`src/hdl/rgb2yuyv_pkg.sv`:
```
// Shared types and fixed-point coefficients for the RGB pair to YUYV converter.
`default_nettype none

package rgb2yuyv_pkg;

    localparam int unsigned PIX_W  = 8;
    // signed width of one chroma term and of its offset result
    localparam int unsigned TERM_W = 10;
    // signed width of a weighted chroma sum before the shift
    localparam int unsigned ACC_W  = 18;

    typedef struct packed {
        logic [PIX_W-1:0] red;
        logic [PIX_W-1:0] green;
        logic [PIX_W-1:0] blue;
    } rgb_t;

    typedef struct packed {
        logic [PIX_W-1:0]         luma;
        logic signed [TERM_W-1:0] cb;
        logic signed [TERM_W-1:0] cr;
    } lane_out_t;

    typedef struct packed {
        logic [PIX_W-1:0] luma_first;
        logic [PIX_W-1:0] chroma_blue;
        logic [PIX_W-1:0] luma_second;
        logic [PIX_W-1:0] chroma_red;
    } yuyv_t;

    // luma weights
    localparam logic [15:0] Y_R = 16'd77;
    localparam logic [15:0] Y_G = 16'd150;
    localparam logic [15:0] Y_B = 16'd29;

    // blue-difference weights
    localparam logic signed [ACC_W-1:0] CB_R = -18'sd43;
    localparam logic signed [ACC_W-1:0] CB_G = -18'sd85;
    localparam logic signed [ACC_W-1:0] CB_B = 18'sd128;

    // red-difference weights
    localparam logic signed [ACC_W-1:0] CR_R = 18'sd128;
    localparam logic signed [ACC_W-1:0] CR_G = -18'sd107;
    localparam logic signed [ACC_W-1:0] CR_B = -18'sd21;

    localparam logic signed [TERM_W-1:0] CHROMA_OFS = 10'sd128;
    localparam logic [PIX_W-1:0]         PIX_MAX    = 8'd255;

endpackage

`default_nettype wire

```
`src/hdl/rgb2yuyv_lane.sv`:
```
// One pixel lane: luma and the two offset chroma terms of a single RGB pixel.
`default_nettype none

module rgb2yuyv_lane (
    input  wire logic                   aclk,
    input  wire logic                   en,
    input  wire rgb2yuyv_pkg::rgb_t     pix,
    output rgb2yuyv_pkg::lane_out_t     res_reg
);
    import rgb2yuyv_pkg::*;

    logic [15:0]              luma_sum;
    logic signed [ACC_W-1:0]  r_s;
    logic signed [ACC_W-1:0]  g_s;
    logic signed [ACC_W-1:0]  b_s;
    logic signed [ACC_W-1:0]  cb_sum;
    logic signed [ACC_W-1:0]  cr_sum;
    lane_out_t                res_next;

    assign r_s = $signed({(ACC_W-PIX_W)'(0), pix.red});
    assign g_s = $signed({(ACC_W-PIX_W)'(0), pix.green});
    assign b_s = $signed({(ACC_W-PIX_W)'(0), pix.blue});

    // weights add to 256, so the luma sum stays within 16 bits
    assign luma_sum = Y_R * 16'(pix.red) + Y_G * 16'(pix.green) + Y_B * 16'(pix.blue);
    assign cb_sum   = CB_R * r_s + CB_G * g_s + CB_B * b_s;
    assign cr_sum   = CR_R * r_s + CR_G * g_s + CR_B * b_s;

    always_comb begin
        res_next.luma = luma_sum[15:8];
        // arithmetic shift gives the floor; the shifted value is within -128..127
        res_next.cb   = TERM_W'(cb_sum >>> 8) + CHROMA_OFS;
        res_next.cr   = TERM_W'(cr_sum >>> 8) + CHROMA_OFS;
    end

    always_ff @(posedge aclk) begin
        if (en) begin
            res_reg <= res_next;
        end
    end

endmodule

`default_nettype wire

```
`src/hdl/rgb2yuyv_merge.sv`:
```
// Merge stage: averages the lanes' chroma terms and saturates both chroma components.
`default_nettype none

module rgb2yuyv_merge (
    input  wire logic                     aclk,
    input  wire logic                     en,
    input  wire rgb2yuyv_pkg::lane_out_t  lane_a,
    input  wire rgb2yuyv_pkg::lane_out_t  lane_b,
    output rgb2yuyv_pkg::yuyv_t           word_reg
);
    import rgb2yuyv_pkg::*;

    logic signed [TERM_W:0]   cb_pair;
    logic signed [TERM_W:0]   cr_pair;
    logic signed [TERM_W-1:0] cb_avg;
    logic signed [TERM_W-1:0] cr_avg;
    yuyv_t                    word_next;

    function automatic logic [PIX_W-1:0] sat8(input logic signed [TERM_W-1:0] v);
        logic [PIX_W-1:0] r;
        if (v < 0) begin
            r = '0;
        end else if (v > $signed({2'b00, PIX_MAX})) begin
            r = PIX_MAX;
        end else begin
            r = v[PIX_W-1:0];
        end
        return r;
    endfunction

    assign cb_pair = (TERM_W+1)'(lane_a.cb) + (TERM_W+1)'(lane_b.cb);
    assign cr_pair = (TERM_W+1)'(lane_a.cr) + (TERM_W+1)'(lane_b.cr);
    assign cb_avg  = TERM_W'(cb_pair >>> 1);
    assign cr_avg  = TERM_W'(cr_pair >>> 1);

    always_comb begin
        word_next.luma_first  = lane_a.luma;
        word_next.chroma_blue = sat8(cb_avg);
        word_next.luma_second = lane_b.luma;
        word_next.chroma_red  = sat8(cr_avg);
    end

    always_ff @(posedge aclk) begin
        if (en) begin
            word_reg <= word_next;
        end
    end

endmodule

`default_nettype wire

```
`src/hdl/rgb_pair_to_yuyv_converter.sv`:
```
// RGB pixel pair to YUYV 4:2:2 converter: two pixel lanes and a merge stage.
// Pipeline: an input transaction passes the lane register, then the merge register, to output valid.
// Throughput: one pixel pair per cycle while m_tready holds; each stage advances when the stage after it
// is empty or drains in the same cycle, so back-to-back transactions stream through.
// Reset: synchronous active-low aresetn clears the stage valid flags; data registers
// are not reset.
`default_nettype none

module rgb_pair_to_yuyv_converter (
    input  wire logic        aclk,
    input  wire logic        aresetn,
    input  wire logic        s_tvalid,
    output logic             s_tready,
    // red_first, green_first, blue_first, red_second, green_second, blue_second
    input  wire logic [47:0] s_tdata,
    input  wire logic        s_tlast,
    output logic             m_tvalid,
    input  wire logic        m_tready,
    // luma_first, chroma_blue, luma_second, chroma_red
    output logic [31:0]      m_tdata,
    output logic             m_tlast
);
    import rgb2yuyv_pkg::*;

    rgb_t      pix_first;
    rgb_t      pix_second;
    lane_out_t lane_first_reg;
    lane_out_t lane_second_reg;
    yuyv_t     word_reg;

    logic stage1_valid_reg, stage1_valid_next;
    logic stage2_valid_reg, stage2_valid_next;
    logic stage1_last_reg;
    logic stage2_last_reg;
    logic load1;
    logic load2;

    assign pix_first.red    = s_tdata[7:0];
    assign pix_first.green  = s_tdata[15:8];
    assign pix_first.blue   = s_tdata[23:16];
    assign pix_second.red   = s_tdata[31:24];
    assign pix_second.green = s_tdata[39:32];
    assign pix_second.blue  = s_tdata[47:40];

    assign load2    = !stage2_valid_reg || m_tready;
    assign load1    = !stage1_valid_reg || load2;
    assign s_tready = load1;

    always_comb begin
        stage1_valid_next = stage1_valid_reg;
        stage2_valid_next = stage2_valid_reg;
        if (load1) begin
            stage1_valid_next = s_tvalid;
        end
        if (load2) begin
            stage2_valid_next = stage1_valid_reg;
        end
    end

    always_ff @(posedge aclk) begin
        if (!aresetn) begin
            stage1_valid_reg <= 1'b0;
            stage2_valid_reg <= 1'b0;
        end else begin
            stage1_valid_reg <= stage1_valid_next;
            stage2_valid_reg <= stage2_valid_next;
        end
    end

    always_ff @(posedge aclk) begin
        if (load1) begin
            stage1_last_reg <= s_tlast;
        end
        if (load2) begin
            stage2_last_reg <= stage1_last_reg;
        end
    end

    rgb2yuyv_lane u_lane_first (
        .aclk    (aclk),
        .en      (load1),
        .pix     (pix_first),
        .res_reg (lane_first_reg)
    );

    rgb2yuyv_lane u_lane_second (
        .aclk    (aclk),
        .en      (load1),
        .pix     (pix_second),
        .res_reg (lane_second_reg)
    );

    rgb2yuyv_merge u_merge (
        .aclk     (aclk),
        .en       (load2),
        .lane_a   (lane_first_reg),
        .lane_b   (lane_second_reg),
        .word_reg (word_reg)
    );

    assign m_tvalid       = stage2_valid_reg;
    assign m_tlast        = stage2_last_reg;
    assign m_tdata[7:0]   = word_reg.luma_first;
    assign m_tdata[15:8]  = word_reg.chroma_blue;
    assign m_tdata[23:16] = word_reg.luma_second;
    assign m_tdata[31:24] = word_reg.chroma_red;

endmodule

`default_nettype wire

```
`config.mk`:
```
export PLATFORM = sky130hd
export DESIGN_NAME = rgb_pair_to_yuyv_converter
export DESIGN_NICKNAME = d
export VERILOG_FILES = /design/src/hdl/rgb2yuyv_pkg.sv /design/src/hdl/rgb2yuyv_lane.sv /design/src/hdl/rgb2yuyv_merge.sv /design/src/hdl/rgb_pair_to_yuyv_converter.sv
export SDC_FILE = /design/constraint.sdc
export NUM_CORES = 1
export LEC_CHECK = 0
export BUFFER_PORTS_ARGS = -buffer_cell sky130_fd_sc_hd__buf_2
export CAP_MARGIN = 10
export CORE_ASPECT_RATIO = 1.75
export CORE_UTILIZATION = 65
export DETAILED_ROUTE_END_ITERATION = 10
export GPL_TIMING_DRIVEN = 0
export PLACE_DENSITY = 0.84
export SYNTH_ARGS = -nofsm -noshare
export SYNTH_HDL_FRONTEND = slang
export SYNTH_HIERARCHICAL = 1
export SYNTH_SLANG_ARGS = --single-unit
```
`constraint.sdc`:
```
create_clock -name aclk -period 15 [get_ports aclk]
set_clock_uncertainty 0.2 [all_clocks]
set_input_delay 1.5 -clock aclk [delete_from_list [all_inputs] [get_ports aclk]]
set_output_delay 1.5 -clock aclk [all_outputs]
set_load 0.02 [all_outputs]
```
* Word level (Yosys, flattened, before mapping) *
Index checks and enable logic that the tools add are counted.

operators by class
  add/subtract/negate cells = 18
  multiply operators = 14
  $lt $le $gt $ge = 4
  muxes and demuxes = 2
  reduce and logical (&&, ||, !) cells = 4

operator list
  cell                                                            count
  adder 18 bit                                                    4
  multiplier 8 x 9 -> 17 bit, first input constant                4
  multiplier 7 x 8 -> 15 bit, first input constant                4
  adder 10 x 9 -> 10 bit, second input constant                   4
  adder 16 x 18 -> 18 bit                                         2
  adder 18 x 16 -> 18 bit                                         2
  adder 15 x 16 -> 16 bit                                         2
  adder 16 x 13 -> 16 bit                                         2
  multiplier 7 x 9 -> 16 bit, first input constant                2
  multiplier 6 x 9 -> 15 bit, first input constant                2
  multiplier 5 x 8 -> 13 bit, first input constant                2
  adder 10 x 10 -> 11 bit                                         2
  greater-than comparator 10 x 9 -> 1 bit, second input constant  2
  less-than comparator 10 x 1 -> 1 bit, second input constant     2
  2-to-1 mux 8 bit                                                2
  logical NOT 1 bit                                               2
  logical OR 1 bit                                                2

storage, ports and cells
  bits in registers = 92
  input port bits = 53
  output and inout bits = 35
  logic and storage cells = 56

* Depth between registers and ports, before layout *
  word-level depth = 4
  mapped depth = 27
  gate-level depth less buffers = 27

* Modules after synthesis *
Netlist, hierarchy kept.

by module, submodules not included
  module                         instances  cells an instance  area an instance (µm²)  sequential area each (µm²)
  rgb2yuyv_lane (u_lane_second)  1          877                8962.3                  840.8
  rgb2yuyv_lane (u_lane_first)   1          840                8795.9                  840.8
  rgb2yuyv_merge                 1          159                1984.4                  960.9
  rgb_pair_to_yuyv_converter     1          11                 145.1                   100.1

* Worst setup path before layout *
Ideal clock, no wire load.

  kind = input to register
  start point = input port s_tdata[36]
  end point = register u_lane_second/res_reg[27] (netlist bit), data pin
  setup time = 0.270 ns
  data arrival time = 6.978 ns
  required time = 14.530 ns
  path slack = 7.552 ns
  cell stages on the path = 21
  path buffers = 0
  cell sequence = inv_1 ha_1 inv_1 ha_1 fa_1 fa_1 ha_1 inv_1 xnor2_1 fa_1 fa_1 fa_1 fa_1 inv_1 ha_1 a21o_1 a21o_1 a31oi_2 a21oi_2 a311oi_2 xor2_1

on the way
  word-level cells in the longest chain between the ends = 3

ends and longest elaborated chain
  item                                  RTL line                          RTL
  from (decl)                           rgb_pair_to_yuyv_converter.sv:15  input wire logic [47:0] s_tdata,
  multiplier 7 x 8 -> 15 bit            rgb2yuyv_lane.sv:25               assign luma_sum = Y_R * 16'(pix.red) + Y_G * 16'(pix.green) + Y_B * 16'(pix.blue);
  adder 15 x 16 -> 16 bit               rgb2yuyv_lane.sv:25
  adder 16 x 13 -> 16 bit               rgb2yuyv_lane.sv:25
  named net u_lane_second.luma_sum[15]  rgb2yuyv_lane.sv:12               logic [15:0] luma_sum;
  to (signal assigned)                  rgb2yuyv_lane.sv:38               res_reg <= res_next;
  to (decl)                             rgb2yuyv_lane.sv:8                output rgb2yuyv_pkg::lane_out_t res_reg

The timed path passes the listed nets, and every way through them passes these cells.
A chain may end at the register's enable or synchronous reset.

* Final worst setup path *
  start point = input port s_tdata[11]
  end point = register u_lane_first/res_reg[27] (netlist bit), data pin

on the way
  word-level cells in the longest chain between the ends = 3

ends and longest elaborated chain
  item                                 RTL line
  multiplier 7 x 8 -> 15 bit           rgb2yuyv_lane.sv:25
  adder 15 x 16 -> 16 bit              rgb2yuyv_lane.sv:25
  adder 16 x 13 -> 16 bit              rgb2yuyv_lane.sv:25
  named net u_lane_first.luma_sum[15]  rgb2yuyv_lane.sv:12
  to (signal assigned)                 rgb2yuyv_lane.sv:38
  to (decl)                            rgb2yuyv_lane.sv:8

The timed path passes the listed nets, and every way through them passes these cells.

==> parameters.txt <==
Parameter                              Value

Status
  Status ... completed

Logic synthesis
  Synthesized netlist net count ... ~2,700
  Asr flop ratio synth ... 0%
  Synthesized area per cell ... between 10 and 15 sq um
  Number of flip-flops and latches in the synthesized netlist ... 92
  Number of distinct library cells after synthesis ... 73
  Yosys top cell by area ... sky130_fd_sc_hd__fa_1
  Cell types occupying the most area after synthesis ... sky130_fd_sc_hd__fa_1 (31%), sky130_fd_sc_hd__ha_1 (28%), sky130_fd_sc_hd__edfxtp_1 (14%)
  Netlist area before placement ... 19,900 sq um
  Proportion of synthesized chip area in sequential cells ... 13.8%
  Post-synth top area share ... 31.2%
  Number of instances in the synthesized netlist ... 1,887
  Number of enable-type register cells in the synthesized netlist ... 90
  Most used flip-flop cell after synthesis ... sky130_fd_sc_hd__edfxtp_1
  Number of synthesis warnings ... 6

Final layout
  Final Net Count ... 2,793
  Top library cells by usage in the layout, fill and taps aside ... sky130_fd_sc_hd__inv_1 (558), sky130_fd_sc_hd__ha_1 (444), sky130_fd_sc_hd__fa_1 (310), sky130_fd_sc_hd__edfxtp_1 (90), sky130_fd_sc_hd__buf_2 (87)
  Share of post-route cells with drive strength above 1 ... 7.58%
  Max FFs per register ... 32
  Signed area change from the synthesized netlist to the final layout ... 6.18%
  Fill cell instance count of the final layout ... 2,242
  Commonest non-fill, non-tap cell in the layout ... sky130_fd_sc_hd__inv_1
  Total non-filler cell area in the finished layout ... approximately 21,000 sq um
  Final core utilization ... 70.3%

CTS
  Number of sinks driven by the clock tree ... slightly above 90
  Clock-pin transition on the worst setup and hold timing paths ... 0.07 ns
  TritonCTS Buffers ... 9
  CTS tree ... yes
  Number of H-tree branching levels ... 3
  Max Root-Sink Buffers ... 2
  Number of buffers inserted to repair setup after CTS ... 0
  Number of gates resized after CTS ... 0
  Clk_lat worst skew ... 0.37 ns
  Root buf cell ... sky130_fd_sc_hd__clkbuf_16
  Number of hold buffers added after cts ... 0

Route
  Detailed Routing Iterations Pass 1 ... 8
  Via count ... 13,596
  Count of unresolved DRC violations after routing ... 0
  Vias per cell ... 5.72
  Drt initial violations ... 488
  Wire length per cell after detailed routing ... about 19 um
  Total Routed Length ... 45.8 mm
  Antenna violation net count after detailed routing ... 0

Flow run
  Reported max-cap violation count ... 0

STA
  Period utilization ... 55.5%
  Worst slew margin relative to its limit ... ~40%
  Unrepaired setup endpoints after global routing ... no
  Fin. max-slew vios ... 0
  Minimum hold slack ... 0.220 ns
  Hold Fails Final Rpt ... 0
  F_max ... 120 MHz
  Setup TNS after final layout ... 0 ns
  Final setup vio count ... 0
  Minimum clock period ... 8.32 ns
  Transition time at the pin with the least slew margin ... around 0.9 ns

Floorplanning
  Initial core utilization ... 66.2%
  Width of the die ... around 130 um
  Count of pins on the block boundary ... 88
  FP Rows ... 84
  Vertical die dimension ... 233 um
  DIE AREA ... between 30,000 and 40,000 sq um
  Core Area ... ~30,000 sq um

Global routing
  Global routing usage summed across all routing layers ... between 30% and 40%
  Global-route wire length before repair ... 73.7 mm
  Number of global-route vias before repair ... 15,460
  Congestion Overflow GR ... 0
  Antenna violations before repair ... 0
  Largest net degree at the start of global routing ... 40

Worst setup path
  Endpoint type of the worst setup path ... register
  CP startpoint kind ... primary input
  Largest driver fanout on the critical path ... 9
  Category of the critical setup timing path ... primary input to register
  Arrival time at the worst endpoint ... 8.24 ns
  Required time of the critical path ... 14.92 ns

Hold path
  HP Class ... register to register

Placement
  HPWL Detailed ... 39.5 mm
  Placed Area ... 20,800 sq um
  Routability-driven placement congestion ratio ... 0.964
  Number of buffers added on ports ... 87
[cells in the mapped netlist, types with 4 or more instances]
library cell and number:
sky130_fd_sc_hd__nand4_1 8, sky130_fd_sc_hd__o21ai_0 34, sky130_fd_sc_hd__a2111oi_0 5, sky130_fd_sc_hd__nor3_1 17, sky130_fd_sc_hd__o21a_1 23, sky130_fd_sc_hd__a31oi_1 5, sky130_fd_sc_hd__a21oi_1 58, sky130_fd_sc_hd__fa_1 310
sky130_fd_sc_hd__or3_1 4, sky130_fd_sc_hd__nand2b_1 9, sky130_fd_sc_hd__xnor2_1 49, sky130_fd_sc_hd__o21ai_2 5, sky130_fd_sc_hd__a211oi_1 9, sky130_fd_sc_hd__nand3_1 14, sky130_fd_sc_hd__nor2_1 45, sky130_fd_sc_hd__xor2_1 32
sky130_fd_sc_hd__a21oi_2 8, sky130_fd_sc_hd__and3_1 7, sky130_fd_sc_hd__nand4b_1 4, sky130_fd_sc_hd__and2_1 4, sky130_fd_sc_hd__o21bai_1 7, sky130_fd_sc_hd__edfxtp_1 90, sky130_fd_sc_hd__o211ai_1 7, sky130_fd_sc_hd__inv_1 558
sky130_fd_sc_hd__ha_1 444, sky130_fd_sc_hd__a211o_1 6, sky130_fd_sc_hd__nor2b_1 10, sky130_fd_sc_hd__nand2_1 28, sky130_fd_sc_hd__or2_2 6, sky130_fd_sc_hd__a21boi_1 4, sky130_fd_sc_hd__a21o_1 16
[cell families after synthesis]
logic type / synth area share (%)
simple gates: 4.37
flops: 13.8
mux: 0.138
fa+ha+maj: 59.1
xor+xnor: 3.57
buf+inv: 10.6
compound gates: 8.41
[final cells by class]
type	instances	area, sq um	share of cell area (%)
diodes	1	2.50	0.0118
plain buffers	2	7.51	0.0355
clock buffers	10	229	1.08
clock inverters	6	56.3	0.267
inverters	559	2100	9.94
multi-input cells	1234	15000	71.2
flip-flops and latches	92	2740	13.0
well taps	387	484	2.29
repair buffers	88	455	2.16
[worst paths after layout]
kind,start,endpoint,slack (ns),cells past startpoint
worst max-delay path,s_tdata[11],u_lane_first/res_reg[27],6.68,26
worst min-delay path,u_lane_second/res_reg[27],u_merge/word_reg[15],0.22,0
worst max register to register,u_lane_second/res_reg[0],u_merge/word_reg[1],12.14,8
worst min register to register,u_lane_second/res_reg[27],u_merge/word_reg[15],0.22,0
[per-layer routing]
metal | GRT usage, % | up-vias | wire, um
met5 | 0 | - | 0
met4 | 22.8 | 0 | 3570
met3 | 3.58 | 183 | 1500
met2 | 62.9 | 384 | 26100
met1 | 28.3 | 6808 | 14700
li1 | - | 6221 | -
[critical path, stage by stage]
cell and delay [ns]:
sky130_fd_sc_hd__buf_2 0.26, sky130_fd_sc_hd__inv_1 0.12, sky130_fd_sc_hd__ha_1 0.35, sky130_fd_sc_hd__inv_1 0.16, sky130_fd_sc_hd__ha_1 0.26, sky130_fd_sc_hd__ha_1 0.28
sky130_fd_sc_hd__inv_1 0.07, sky130_fd_sc_hd__fa_1 0.50, sky130_fd_sc_hd__inv_1 0.05, sky130_fd_sc_hd__ha_1 0.33, sky130_fd_sc_hd__o21ai_0 0.16, sky130_fd_sc_hd__o21bai_1 0.11
sky130_fd_sc_hd__a211oi_1 0.28, sky130_fd_sc_hd__a21oi_1 0.09, sky130_fd_sc_hd__ha_1 0.31, sky130_fd_sc_hd__fa_1 0.51, sky130_fd_sc_hd__inv_1 0.05, sky130_fd_sc_hd__fa_1 0.46
sky130_fd_sc_hd__fa_1 0.54, sky130_fd_sc_hd__inv_1 0.04, sky130_fd_sc_hd__ha_1 0.30, sky130_fd_sc_hd__o2111a_1 0.17, sky130_fd_sc_hd__a21oi_1 0.11, sky130_fd_sc_hd__a211oi_1 0.53
sky130_fd_sc_hd__a311oi_1 0.23, sky130_fd_sc_hd__xnor2_1 0.45
[through the flow]
stage,setup WS [ns],cells
after floorplan,7.55,1887
after global placement,6.48,2361
after detailed placement,6.43,2362
after CTS,6.79,2378
after global routing,6.52,2378
final,6.68,2379
Power is not shown: default switching activity piles up to over one toggle a cycle in this logic, so the estimate is an artifact.
